===== src/nsqrt_pkg.sv =====
// ----------------------------------------------------------------------------
// nsqrt_pkg
// shared types and constants for the fixed-point newton square root
// ----------------------------------------------------------------------------
package nsqrt_pkg;

  // width and reset value of the iteration count register
  localparam int unsigned ITER_W = 5;
  localparam logic [ITER_W-1:0] ITER_RESET = 5'd10;

  // sequencer states
  typedef enum logic [1:0] {
    ST_IDLE,   // waiting for an input transaction
    ST_DIV,    // one quotient bit per cycle
    ST_UPD,    // guess <= (guess + quotient) / 2
    ST_DONE    // result ready, waiting for the output register
  } nsqrt_state_t;

endpackage


===== src/newton_square_root.sv =====
// ----------------------------------------------------------------------------
// newton_square_root
// unsigned fixed-point square root by newton iteration on a shared divider
// ----------------------------------------------------------------------------
// sequence: N iterations, N = iteration count, each of which runs the single
//   restoring divider over all DW quotient bits, one per cycle, and then
//   updates the guess; a zero radicand or a zero count goes straight to the
//   result register; the divider is shared by every iteration
// input: no new item is taken until the result of the last one is registered
// reset: synchronous active-low rst_n clears the sequencer and the output valid,
//   and sets the iteration count to 10
// ----------------------------------------------------------------------------
module newton_square_root
  import nsqrt_pkg::*;
#(
  parameter int unsigned VALUE_WIDTH   = 32,
  parameter int unsigned FRACTION_BITS = 16
) (
  input  logic                                clk,
  input  logic                                rst_n,
  // configuration: iteration count
  input  logic                                cfg_we,
  input  logic [ITER_W-1:0]                   cfg_wdata,
  // input stream
  input  logic                                in_tvalid,
  output logic                                in_tready,
  input  logic [((VALUE_WIDTH+7)/8)*8-1:0]    in_tdata,   // radicand, zero padded
  // output stream
  output logic                                out_tvalid,
  input  logic                                out_tready,
  output logic [((VALUE_WIDTH+7)/8)*8-1:0]    out_tdata   // root, zero padded
);

  // dividend is radicand << FRACTION_BITS, so the quotient and guess live here
  localparam int unsigned DW      = VALUE_WIDTH + FRACTION_BITS;
  localparam int unsigned CNT_W   = $clog2(DW);
  localparam int unsigned TDATA_W = ((VALUE_WIDTH + 7) / 8) * 8;

  nsqrt_state_t state_r, state_nxt;

  logic [ITER_W-1:0]      iter_cfg_r;
  logic [ITER_W-1:0]      iter_r,  iter_nxt;
  logic [VALUE_WIDTH-1:0] v_r,     v_nxt;
  logic [DW-1:0]          dvd_r,   dvd_nxt;   // dividend bits, msb first
  logic [DW-1:0]          rem_r,   rem_nxt;
  logic [DW-1:0]          quo_r,   quo_nxt;
  logic [DW-1:0]          g_r,     g_nxt;     // current guess
  logic [CNT_W-1:0]       cnt_r,   cnt_nxt;   // quotient bits still to go, minus one
  logic [VALUE_WIDTH-1:0] root_r,  root_nxt;
  logic                   out_valid_r, out_valid_nxt;

  logic [VALUE_WIDTH-1:0] radicand;
  logic                   in_acc;
  logic                   out_free;
  logic [DW-1:0]          divisor;
  logic [DW:0]            trial;
  logic [DW:0]            diff;
  logic                   ge;
  logic [DW:0]            sum;
  logic [VALUE_WIDTH-1:0] start_guess;

  assign radicand  = in_tdata[VALUE_WIDTH-1:0];
  assign in_tready = (state_r == ST_IDLE);
  assign in_acc    = in_tvalid && in_tready;
  // result register can take a new value this cycle
  assign out_free  = !out_valid_r || out_tready;

  assign out_tvalid = out_valid_r;
  assign out_tdata  = TDATA_W'(root_r);

  // guard against a zero divisor, never hit for a nonzero radicand
  assign divisor = (g_r == '0) ? DW'(1) : g_r;

  // restoring division step: shift in the next dividend bit, try subtract
  assign trial = {rem_r, dvd_r[DW-1]};
  assign diff  = trial - {1'b0, divisor};
  assign ge    = (trial >= {1'b0, divisor});

  // newton update, the sum keeps its carry
  assign sum = {1'b0, g_r} + {1'b0, quo_r};

  // start guess: half the radicand, at least one lsb
  assign start_guess = ((radicand >> 1) == '0) ? VALUE_WIDTH'(1) : (radicand >> 1);

  // next state
  always_comb begin
    state_nxt = state_r;
    unique case (state_r)
      ST_IDLE: begin
        if (in_acc) begin
          if (radicand == '0 || iter_cfg_r == '0) begin
            state_nxt = ST_DONE;
          end else begin
            state_nxt = ST_DIV;
          end
        end
      end
      ST_DIV: begin
        if (cnt_r == '0) begin
          state_nxt = ST_UPD;
        end
      end
      ST_UPD: begin
        if (iter_r == ITER_W'(1)) begin
          state_nxt = ST_DONE;
        end else begin
          state_nxt = ST_DIV;
        end
      end
      ST_DONE: begin
        if (out_free) begin
          state_nxt = ST_IDLE;
        end
      end
      default: state_nxt = ST_IDLE;
    endcase
  end

  // datapath and outputs
  always_comb begin
    iter_nxt      = iter_r;
    v_nxt         = v_r;
    dvd_nxt       = dvd_r;
    rem_nxt       = rem_r;
    quo_nxt       = quo_r;
    g_nxt         = g_r;
    cnt_nxt       = cnt_r;
    root_nxt      = root_r;
    out_valid_nxt = out_valid_r;

    if (out_valid_r && out_tready) begin
      out_valid_nxt = 1'b0;
    end

    unique case (state_r)
      ST_IDLE: begin
        if (in_acc) begin
          v_nxt    = radicand;
          dvd_nxt  = DW'(radicand) << FRACTION_BITS;
          rem_nxt  = '0;
          quo_nxt  = '0;
          cnt_nxt  = CNT_W'(DW - 1);
          iter_nxt = iter_cfg_r;
          g_nxt    = (radicand == '0) ? '0 : DW'(start_guess);
        end
      end
      ST_DIV: begin
        rem_nxt = ge ? diff[DW-1:0] : trial[DW-1:0];
        quo_nxt = {quo_r[DW-2:0], ge};
        dvd_nxt = dvd_r << 1;
        cnt_nxt = cnt_r - CNT_W'(1);
      end
      ST_UPD: begin
        g_nxt    = sum[DW:1];
        iter_nxt = iter_r - ITER_W'(1);
        // reload the divider for the next iteration
        dvd_nxt  = DW'(v_r) << FRACTION_BITS;
        rem_nxt  = '0;
        quo_nxt  = '0;
        cnt_nxt  = CNT_W'(DW - 1);
      end
      ST_DONE: begin
        if (out_free) begin
          root_nxt      = g_r[VALUE_WIDTH-1:0];
          out_valid_nxt = 1'b1;
        end
      end
      default: ;
    endcase
  end

  always_ff @(posedge clk) begin
    if (!rst_n) begin
      state_r     <= ST_IDLE;
      out_valid_r <= 1'b0;
      iter_cfg_r  <= ITER_RESET;
    end else begin
      state_r     <= state_nxt;
      out_valid_r <= out_valid_nxt;
      if (cfg_we) begin
        iter_cfg_r <= cfg_wdata;
      end
    end
  end

  // payload registers, no reset needed
  always_ff @(posedge clk) begin
    iter_r <= iter_nxt;
    v_r    <= v_nxt;
    dvd_r  <= dvd_nxt;
    rem_r  <= rem_nxt;
    quo_r  <= quo_nxt;
    g_r    <= g_nxt;
    cnt_r  <= cnt_nxt;
    root_r <= root_nxt;
  end

  // block stays busy after taking a transaction
  a_busy_after_accept: assert property (@(posedge clk) disable iff (!rst_n)
    in_tvalid && in_tready |=> !in_tready)
    else $error("input accepted while busy");

  // divider runs only with a nonzero guess
  a_guess_nonzero: assert property (@(posedge clk) disable iff (!rst_n)
    state_r == ST_DIV |-> g_r != '0)
    else $error("zero guess in division");

  // restoring invariant: partial remainder below the divisor
  a_rem_below_div: assert property (@(posedge clk) disable iff (!rst_n)
    state_r == ST_DIV |-> rem_r < divisor)
    else $error("remainder not below divisor");

  // zero radicand skips the iterations and gives zero
  a_zero_input: assert property (@(posedge clk) disable iff (!rst_n)
    in_tvalid && in_tready && radicand == '0 |=> state_r == ST_DONE && g_r == '0)
    else $error("zero radicand not short-cut");

endmodule


===== config.mk =====
export PLATFORM = sky130hd
export DESIGN_NAME = newton_square_root
export DESIGN_NICKNAME = d
export VERILOG_FILES = /design/src/nsqrt_pkg.sv /design/src/newton_square_root.sv
export SDC_FILE = /design/constraint.sdc
export NUM_CORES = 1
export LEC_CHECK = 0
export BUFFER_PORTS_ARGS = -buffer_cell sky130_fd_sc_hd__buf_4
export CORE_UTILIZATION = 35
export DETAILED_ROUTE_END_ITERATION = 8
export HOLD_SLACK_MARGIN = 0.06
export PLACE_DENSITY = 0.48
export SETUP_SLACK_MARGIN = 0.15
export SLEW_MARGIN = 0
export SYNTH_ARGS = -nofsm -noshare
export SYNTH_HDL_FRONTEND = slang
export SYNTH_SLANG_ARGS = --single-unit

===== constraint.sdc =====
create_clock -name clk -period 24.9 [get_ports clk]
set_clock_uncertainty 0.1 [all_clocks]
set_input_delay 4.98 -clock clk [delete_from_list [all_inputs] [get_ports clk]]
set_output_delay 4.98 -clock clk [all_outputs]
set_load 0.1 [all_outputs]

## Word-level counts from Yosys, hierarchy flattened

Index checks and enable logic that the tools add are counted.

| storage, ports and cells | value |
|---|---|
| flip-flop bits (word level) | 275 |
| output and inout bits | 34 |

| operators by class | value |
|---|---|
| add/subtract/negate cells | 4 |
| $lt $le $gt $ge | 1 |
| equal/unequal tests | 7 |
| muxes and demuxes | 24 |
| reduce and logical (&&, ||, !) cells | 18 |

Operators with widths:

| kind | count |
|---|---|
| 48-bit one-hot mux with 3 select lines | 3 |
| 48-bit 2-to-1 mux | 5 |
| 48-bit one-hot mux with 2 select lines | 1 |
| 32-bit logical NOT | 2 |
| 31-bit 2-to-1 mux | 2 |
| 48-bit by 48-bit adder with 49-bit output | 1 |
| 49-bit by 48-bit greater-or-equal comparator with 1-bit output | 1 |
| 48-bit logical NOT | 1 |
| 48-bit subtractor | 1 |
| 6-bit one-hot mux with 3 select lines | 1 |
| 2-bit 2-to-1 mux | 5 |
| 5-bit one-hot mux with 2 select lines | 1 |
| 2-bit one-hot mux with 4 select lines | 1 |
| 2-bit AND reduction | 4 |
| 6-bit logical NOT | 1 |
| 6-bit 2-to-1 mux | 1 |
| 6-bit by 1-bit subtractor with 6-bit output (second input constant) | 1 |
| 5-bit by 1-bit == test with 1-bit output (second input constant) | 1 |
| 5-bit logical NOT | 1 |
| 5-bit 2-to-1 mux | 1 |
| 5-bit by 1-bit subtractor with 5-bit output (second input constant) | 1 |
| 2-bit == test (second input constant) | 2 |
| 2-bit != test (second input constant) | 2 |
| 1-bit 2-to-1 mux | 3 |
| 9 further kinds | 11 |

## Depth between registers and ports, before layout

Gate-level depths: netlist (run 1).

| depth | value |
|---|---|
| depth after elaboration | 5 |
| depth in mapped cells | 16 |

## Worst setup path before layout (run 1)

Ideal clock, no wire load.

| path | value |
|---|---|
| path type | input -> register |
| start | in in_tvalid |
| end | reg cnt_r[0], enable pin |
| library setup time | 629 ps |
| data arrival time | 10603 ps |
| data required time | 24171 ps |
| slack | 13568 ps |
| cell stages on the path | 2 |
| path buffers | 0 |
| cell sequence | nor2b_1 nor2_1 |

| on the way | value |
|---|---|
| longest elaborated chain between the ends | 3 |

RTL lines:

| item | line | source |
|---|---|---|
| from (decl) | newton_square_root.sv:25 | `input logic in_tvalid,` |
| 1-bit logical AND | newton_square_root.sv:64 | `assign in_acc = in_tvalid && in_tready;` |
| 2-bit by 1-bit != test with 1-bit output (no line) | n/a |  |
| 2-bit AND reduction (no line) | n/a |  |
| to (signal assigned) | newton_square_root.sv:194 | `cnt_r <= cnt_nxt;` |
| to (decl) | newton_square_root.sv:48 | `logic [CNT_W-1:0] cnt_r, cnt_nxt;` |

No other way between the ends.
A chain may end at the register's enable or synchronous reset.

## Final worst setup path (run 1)

| path | value |
|---|---|
| start | in in_tvalid |
| end | reg rem_r[25], enable pin |

| on the way | value |
|---|---|
| longest elaborated chain between the ends | 3 |

RTL lines:

| item | line | source |
|---|---|---|
| 1-bit logical AND | newton_square_root.sv:64 |  |
| 2-bit by 1-bit != test with 1-bit output (no line) | n/a |  |
| 2-bit AND reduction (no line) | n/a |  |
| to (signal assigned) | newton_square_root.sv:191 | `rem_r <= rem_nxt;` |
| to (decl) | newton_square_root.sv:45 | `logic [DW-1:0] rem_r, rem_nxt;` |

No other way between the ends.

==> results.cfg, run 1 <==
[die]
pin_count = 76
die_x_um = 216.4
core_sq_um = 45380
die-area_sq_um = 46810
die_y_um = 216.4
rows = 78
start_util = 0.3544

[clock_tree]
post_cts_resize_count = 0
cts_max_level = 2
cts_hold_buf = 0
cts_sinks = 259
cts.path.max_buffers = 3
cts_tree = done
cts-buffers-inserted = 34
cts_setup_buffers = 0
cts.clk_slew.worst_paths_ns = 0.06
insertion_delay_ns = 0.54
root_buffer = clkbuf_16

[final_layout]
diodes = 0
area_growth_pct = 13.82
final_cell_mix = 251 x edfxtp_1, 183 x a21oi_1, 139 x nand2_1, 104 x ha_1, 103 x nor2_1
fin_util = 0.4034
n_fill_cell = 4501
final_common_cell = edfxtp_1
layout.nets = 1789
drive_gt1_frac = 0.1114
fin_cells = 2260

[timing]
fin_setup_tns_ns = 0
hold_viol = 0
setup_slack_ns = 17.55
worst_pin_slew_ns = 1.067
rsz0062_at_grt = no
slew_headroom = 0.2819
setup_viol = 0
fin_crit_sh = 0.2953
period_needed_ns = 7.353
fmax_mhz = 136.0
finalMaxSlewViolations = 0

[logic_synthesis]
avgSynthCellArea_sq_um = 10.13
synthesis.instances = 1588
synth_flop_cell = edfxtp_1
synth_warnings = 0
ys_ff_latch = 259
syn-num-nets = 1739
ys_seq_area_frac = 0.4786
synthesis.area_sq_um = 16080
postSynth.asyncResetShare = 0
synth_edf_count = 251
yosysUniqueCellTypes = 71

[setup_path]
slowest_stage = buf_4
crit_fanout = 54
worstSetupPathType = in -> reg
crit_path_cell_trace = buf_4, nor2b_1, nor2_4, buf_4, buf_4
worstSetupStartpointType = input pin
cp_data_required_time_ns = 24.97
cpMostUsedCell = buf_4
critPathMaxStageDelay_ns = 0.77
crit_path_end_kind = flop
arrival_ns = 7.42

[route]
wire_per_inst_um = 19.49
routed_via_density = 5.420
drc = 0
drt_iter0_drc = 766
final_antenna_net_count = 0
wl_mm = 44.04
firstDrtPassIters = 5
via_count = 12250

[global_routing]
grt_max_degree = 78
first_global_vias = 11808
antenna_found_initial = 0
overflow = 0
track_usage = 0.1882
grt_pass1_wl_mm = 68.72

[place]
dp_cells = 2202
place.gp.congestion = 0.8896
place_hpwl_mm = 31.37
place_ws_ns = 16.91
numPortBuffers = 75

[run]
maxCapViolCount = 0

[hold_path]
min_path_type = reg -> reg

[run_status]
status = complete, no violations
==> registers in the layout (all words and copies together), names as in the netlist, 5 cells and up <==
| register | flops |
|---|---|
| v_r | 32 |
| dvd_r | 32 |
| quo_r | 48 |
| iter_r | 5 |
| iter_cfg_r | 5 |
| rem_r | 48 |
| cnt_r | 6 |
| g_r | 48 |
| out_tdata | 32 |
==> metrics by stage <==
stage / area [sq um] / hold slack, ns
floorplan: 16080 / 0.3547
CTS: 18310 / 0.4209
global route: 18310 / 0.4613
detailed placement: 17230 / 0.4038
finish: 18310 / 0.4133
global placement: 17230 / 0.3942
==> kinds of logic (layout without fill, tap and decap cells) <==
logic type / Yosys count / in the layout / synth area share
simple gates: 490 / 490 / 0.1497
compound gates: 441 / 441 / 0.1739
flops: 259 / 259 / 0.4786
buf+inv: 165 / 237 / 0.03944
fa+ha+maj: 109 / 109 / 0.08573
xor+xnor: 87 / 87 / 0.04738
mux: 37 / 37 / 0.02528
==> metal layers <==
metal	vias to the layer above	routed length (um)	GRT usage
met5	-	0	0
met4	0	1101	0.06197
met3	63	2356	0.03004
met2	322	18180	0.2668
met1	5882	22410	0.2876
li1	5983	-	-
==> critical path, delay by kind of cell <==
| kind | cells | cell delay [ns] |
|---|---|---|
| buffers and inverters | 3 | 1.59 |
| AND/OR/NAND/NOR | 2 | 0.78 |
==> cells in the mapped netlist, types with 8 or more instances <==
cell	count	area (sq um)
edfxtp_1	251	7537
a21oi_1	183	915.9
nand2_1	139	521.8
ha_1	107	1339
nor2_1	104	390.4
inv_1	92	345.3
and2_1	71	444.2
clkbuf_1	54	202.7
o21ai_0	54	270.3
xnor2_1	52	455.4
a21o_1	45	337.8
xor2_1	35	306.5
nand3_1	33	165.2
nand4_1	33	206.5
a22oi_1	32	240.2
mux2_2	29	326.6
nor3_1	22	110.1
nor4_1	22	137.6
o21bai_1	21	157.7
a211oi_1	15	112.6
nor2b_1	15	93.84
nand2b_1	14	87.58
and3_1	13	81.33
o21a_1	13	97.59
or3_1	12	75.07
a21boi_0	9	67.56
buf_2	9	45.04
dfxtp_1	8	160.2
mux2i_1	8	80.08
o211ai_1	8	60.06
==> area by class of cell <==
type / instances / area (sq um) / area share
timing repair buffer: 85 / 638.1 / 0.03486
tap: 600 / 750.7 / 0.04101
inverter: 94 / 352.8 / 0.01927
clock inverter: 19 / 172.7 / 0.009432
clock buffer: 39 / 900.9 / 0.04921
sequential: 259 / 7697 / 0.4205
multi-input combinational: 1164 / 7794 / 0.4257
==> path summary, 6_finish.rpt <==
kind / cells past startpoint / slack (ns) / endpoint / startpoint
min: 2 / 0.41 / iter_cfg_r[3] / iter_cfg_r[3]
max: 5 / 17.55 / rem_r[25] / in_tvalid
min reg2reg: 2 / 0.41 / iter_cfg_r[3] / iter_cfg_r[3]
max reg2reg: 14 / 19.88 / rem_r[45] / g_r[41]
Power of run 1 is not shown: default switching activity piles up to over one toggle a cycle in this logic, so the estimate is an artifact.
==> run 2: changes to the inputs <==
clock period = 7.06 ns   (was 24.9 ns; I/O delays follow)
==> results.cfg, run 2 (synthesis gave the netlist of run 1 again) <==
[clock_tree]
post_cts_resize_count = 0
cts_sinks = 259
cts.path.max_buffers = 3
insertion_delay_ns = 0.59
cts_setup_buffers = 0
root_buffer = clkbuf_16
cts_tree = done
cts_hold_buf = 0
cts-buffers-inserted = 31
cts.clk_slew.worst_paths_ns = 0.06
cts_max_level = 1

[setup_path]
slowest_stage = nor4_1
r2r_start = g_r[2]
path_delay_family = compound AO/OA/AOI/OAI gates
critPathMaxStageDelay_ns = 0.68
crit_path_cell_trace = nor4_1, nand4_1, o31ai_1, ha_1, nor2b_1, o31ai_1, a211oi_2, o211ai_1, a211oi_2, o211ai_1, a21oi_4, buf_4, nand3_1, a311oi_1, a311o_1
r2r-end = rem_r[44]
crit_path_end_kind = flop
r2r_slack_ns = 2.18
cp_data_required_time_ns = 7.30
worstSetupStartpointType = flop
arrival_ns = 5.12
crit_fanout = 52
r2r_cells = 15
worstSetupPathType = reg -> reg
crit_buf_inv = 1

[timing]
hold_viol = 0
setup_viol = 0
rsz0062_at_grt = no
fmax_mhz = 204.9
slew_headroom = 0.2907
finalMaxSlewViolations = 0
period_needed_ns = 4.880
fin_setup_tns_ns = 0
worst_pin_slew_ns = 1.064
fin_crit_sh = 0.6913

[route]
final_antenna_net_count = 0
firstDrtPassIters = 5
drc = 0
via_count = 12140
wl_mm = 44.85
wire_per_inst_um = 19.88
routed_via_density = 5.381
drt_iter0_drc = 956

[final_layout]
seq_area_sq_um = 7697
final_common_cell = edfxtp_1
layout.nets = 1785
n_fill_cell = 4463
multi_input_area_sq_um = 7794
area_growth_pct = 13.22
drive_gt1_frac = 0.1051
reg_top3 = g_r x48, quo_r x48, rem_r x48
final_cell_mix = 251 x edfxtp_1, 183 x a21oi_1, 139 x nand2_1, 104 x ha_1, 103 x nor2_1
diodes = 0

[global_routing]
first_global_vias = 12009
grt_max_degree = 135
track_usage = 0.1900
grt_pass1_wl_mm = 70.08
antenna_found_initial = 0
overflow = 0

[die]
die_y_um = 216.4
start_util = 0.3544
core_sq_um = 45380
die_x_um = 216.4
rows = 78
die-area_sq_um = 46810
pin_count = 76

[place]
place_hpwl_mm = 31.91
place.gp.congestion = 0.8856
numPortBuffers = 75

[run_status]
status = complete, no violations

[hold_path]
hold_depth = 2
hold_path_end = iter_cfg_r[1]
min_from = iter_cfg_r[1]
min_path_type = reg -> reg

[run]
maxCapViolCount = 0
run 2: layout make-up:
class / count / area share
Multi-Input combinational cell: 1164 / 0.4280
Sequential cell: 259 / 0.4227
Clock buffer: 42 / 0.04487
Tap cell: 600 / 0.04123
Timing Repair Buffer: 84 / 0.03532
Inverter: 94 / 0.01938
Clock inverter: 13 / 0.008452
run 2: per-layer routing:
layer / vias up / wire length, um / global-route usage / share of wire
met3: 55 / 1654 / 0.02358 / 0.037
met1: 5908 / 23400 / 0.2961 / 0.52
li1: 5952 / - / - / -
met2: 225 / 18940 / 0.2779 / 0.42
met5: - / 0 / 0 / 0
met4: 0 / 852 / 0.04038 / 0.019
run 2: worst min-delay path: stages (launching register included):
cell     delay [ns]
dfxtp_1        0.34
mux2i_1        0.07
nand2_1        0.06
run 2: how the worst max path moves through the flow:
stage,end,depth (start not counted),slack (ns),from
after floorplan,cnt_r[0],2,1.57,in_tvalid
after global placement,rem_r[42],14,2.01,g_r[2]
after detailed placement,rem_r[3],14,1.97,g_r[6]
after CTS,rem_r[3],14,1.95,g_r[6]
after global routing,rem_r[44],15,1.83,g_r[7]
final,rem_r[44],15,2.18,g_r[2]
run 2: per-stage QoR:
step	setup slack [ns]	utilization	instance area, sq um	hold WS (ns)	instances
2_1_floorplan	1.573	-	16090	0.3547	1588
3_3_place_gp	2.011	0.3798	17240	0.3769	2201
3_5_place_dp	1.968	0.3798	17240	0.3904	2201
4_1_cts	1.948	0.4012	18210	0.4059	2256
5_1_grt	1.829	0.4012	18210	0.4427	2256
6_report	2.180	0.4012	18210	0.3982	2256
Power of run 2 is left out for the same reason.
==> run 3: changes to the inputs <==
PLACE_DENSITY = 0.5   (was 0.48)
clock period = 4.3 ns   (was 7.06 ns; I/O delays follow)
==> results.cfg, run 3 (synthesis gave the netlist of run 1 again) <==
[route]
wire_per_inst_um = 18.99
final_antenna_net_count = 0
drt_iter0_drc = 822
firstDrtPassIters = 6
wl_mm = 44.33
via_count = 12595
routed_via_density = 5.396
drc = 0

[place]
place_hpwl_mm = 32.76
numPortBuffers = 75
place.gp.congestion = 0.8958

[global_routing]
first_global_vias = 12231
track_usage = 0.1896
grt_pass1_wl_mm = 69.50
grt_max_degree = 65
overflow = 0
antenna_found_initial = 0

[setup_path]
crit_path_end_kind = flop
r2r_slack_ns = 0.25
worstSetupStartpointType = flop
arrival_ns = 4.24
cp_data_required_time_ns = 4.49
r2r-end = rem_r[44]
worstSetupPathType = reg -> reg
r2r_start = g_r[42]
r2r_cells = 16
crit_fanout = 3

[final_layout]
final_common_cell = edfxtp_1
drive_gt1_frac = 0.1552
fin_util = 0.4171
reg_top3 = g_r x48, quo_r x48, rem_r x48
layout.nets = 1860
area_growth_pct = 17.71
n_fill_cell = 4442
seq_area_sq_um = 7697
final_cell_mix = 251 x edfxtp_1, 181 x a21oi_1, 150 x buf_4, 139 x nand2_1
multi_input_area_sq_um = 7860

[timing]
finalMaxSlewViolations = 0
period_needed_ns = 4.053
rsz0062_at_grt = yes
slew_headroom = 0.2719
fmax_mhz = 246.7
worst_pin_slew_ns = 1.092
fin_crit_sh = 0.9426
hold_viol = 0
setup_viol = 0

[die]
pin_count = 76
die-area_sq_um = 46810
rows = 78
core_sq_um = 45380
die_x_um = 216.4
start_util = 0.3544
die_y_um = 216.4

[clock_tree]
cts_max_level = 2
cts.path.max_buffers = 3
cts.clk_slew.worst_paths_ns = 0.05
cts-buffers-inserted = 34
root_buffer = clkbuf_16
cts_sinks = 259
insertion_delay_ns = 0.55
cts_tree = done

[hold_path]
hold_path_end = iter_cfg_r[1]
hold_depth = 2
min_path_type = in -> reg
min_from = rst_n

[run_status]
status = complete, no violations

[run]
maxCapViolCount = 0
## run 3: cell types whose count changed in the layout (fill, tap and decap cells not counted), moves of 3 or more
| cell | change |
|---|---|
| clkbuf_1 | -5 |
| nor4_1 | -3 |
| buf_12 | +4 |
| nor4_2 | +3 |
| clkbuf_16 | +3 |
| buf_4 | +67 |
## run 3: final cells by class
type / count / share of cell area
antenna: 1 / 0.0001322
clock buffer: 40 / 0.04613
clock inverter: 20 / 0.008130
inverter: 94 / 0.01877
multi-input combinational: 1164 / 0.4152
sequential: 259 / 0.4066
tap: 600 / 0.03966
timing repair buffer: 156 / 0.06537
## run 3: worst max path at each step
stage / start / end / cells after the start
floorplan: state_r[0] / cnt_r[0] / 4
global placement: g_r[42] / rem_r[44] / 16
detailed placement: g_r[42] / rem_r[44] / 16
CTS: g_r[47] / rem_r[44] / 16
global route: g_r[42] / rem_r[44] / 16
finish: g_r[42] / rem_r[44] / 16
## run 3: what timing repair did
action / 4_1_cts / 5_1_grt
pin swaps: 7 / 15
resized for setup: 5 / 12
hold buffers: 0 / 0
setup buffers: 2 / 4
setup endpoints to repair: 3 / 44
## run 3: critical path, stage by stage (launching register included)
cell	delay, ns
edfxtp_1	0.41
nor4_2	0.29
buf_4	0.16
nand4_1	0.17
o31ai_2	0.32
ha_2	0.27
fa_2	0.21
nand2b_4	0.14
a21oi_2	0.07
o21a_1	0.21
a211o_1	0.33
o211ai_2	0.24
a211oi_2	0.13
o21ai_2	0.19
nand2_1	0.10
a31o_2	0.22
a311o_1	0.26
## run 3: metrics by stage
step                      setup TNS [ns]  worst slack (ns)  hold WS, ns  cells  area [sq um]
after CTS                              0            0.1613       0.3704   2329         18850
after global placement                 0           0.09714       0.3993   2267         17780
after floorplan                        0            0.4371       0.3547   1588         16090
final                                  0            0.2467       0.4086   2334         18930
after detailed placement       -0.006060         -0.006060       0.4068   2267         17780
after global routing                   0           0.07004       0.3870   2333         18930
## run 3: routing by layer
metal	global-route usage	part of all wire	up-vias
li1	-	-	6107
met1	0.2877	0.52	6128
met2	0.2755	0.42	302
met3	0.03284	0.044	58
met4	0.04859	0.020	0
met5	0	0	-
Power of run 3 is left out for the same reason.
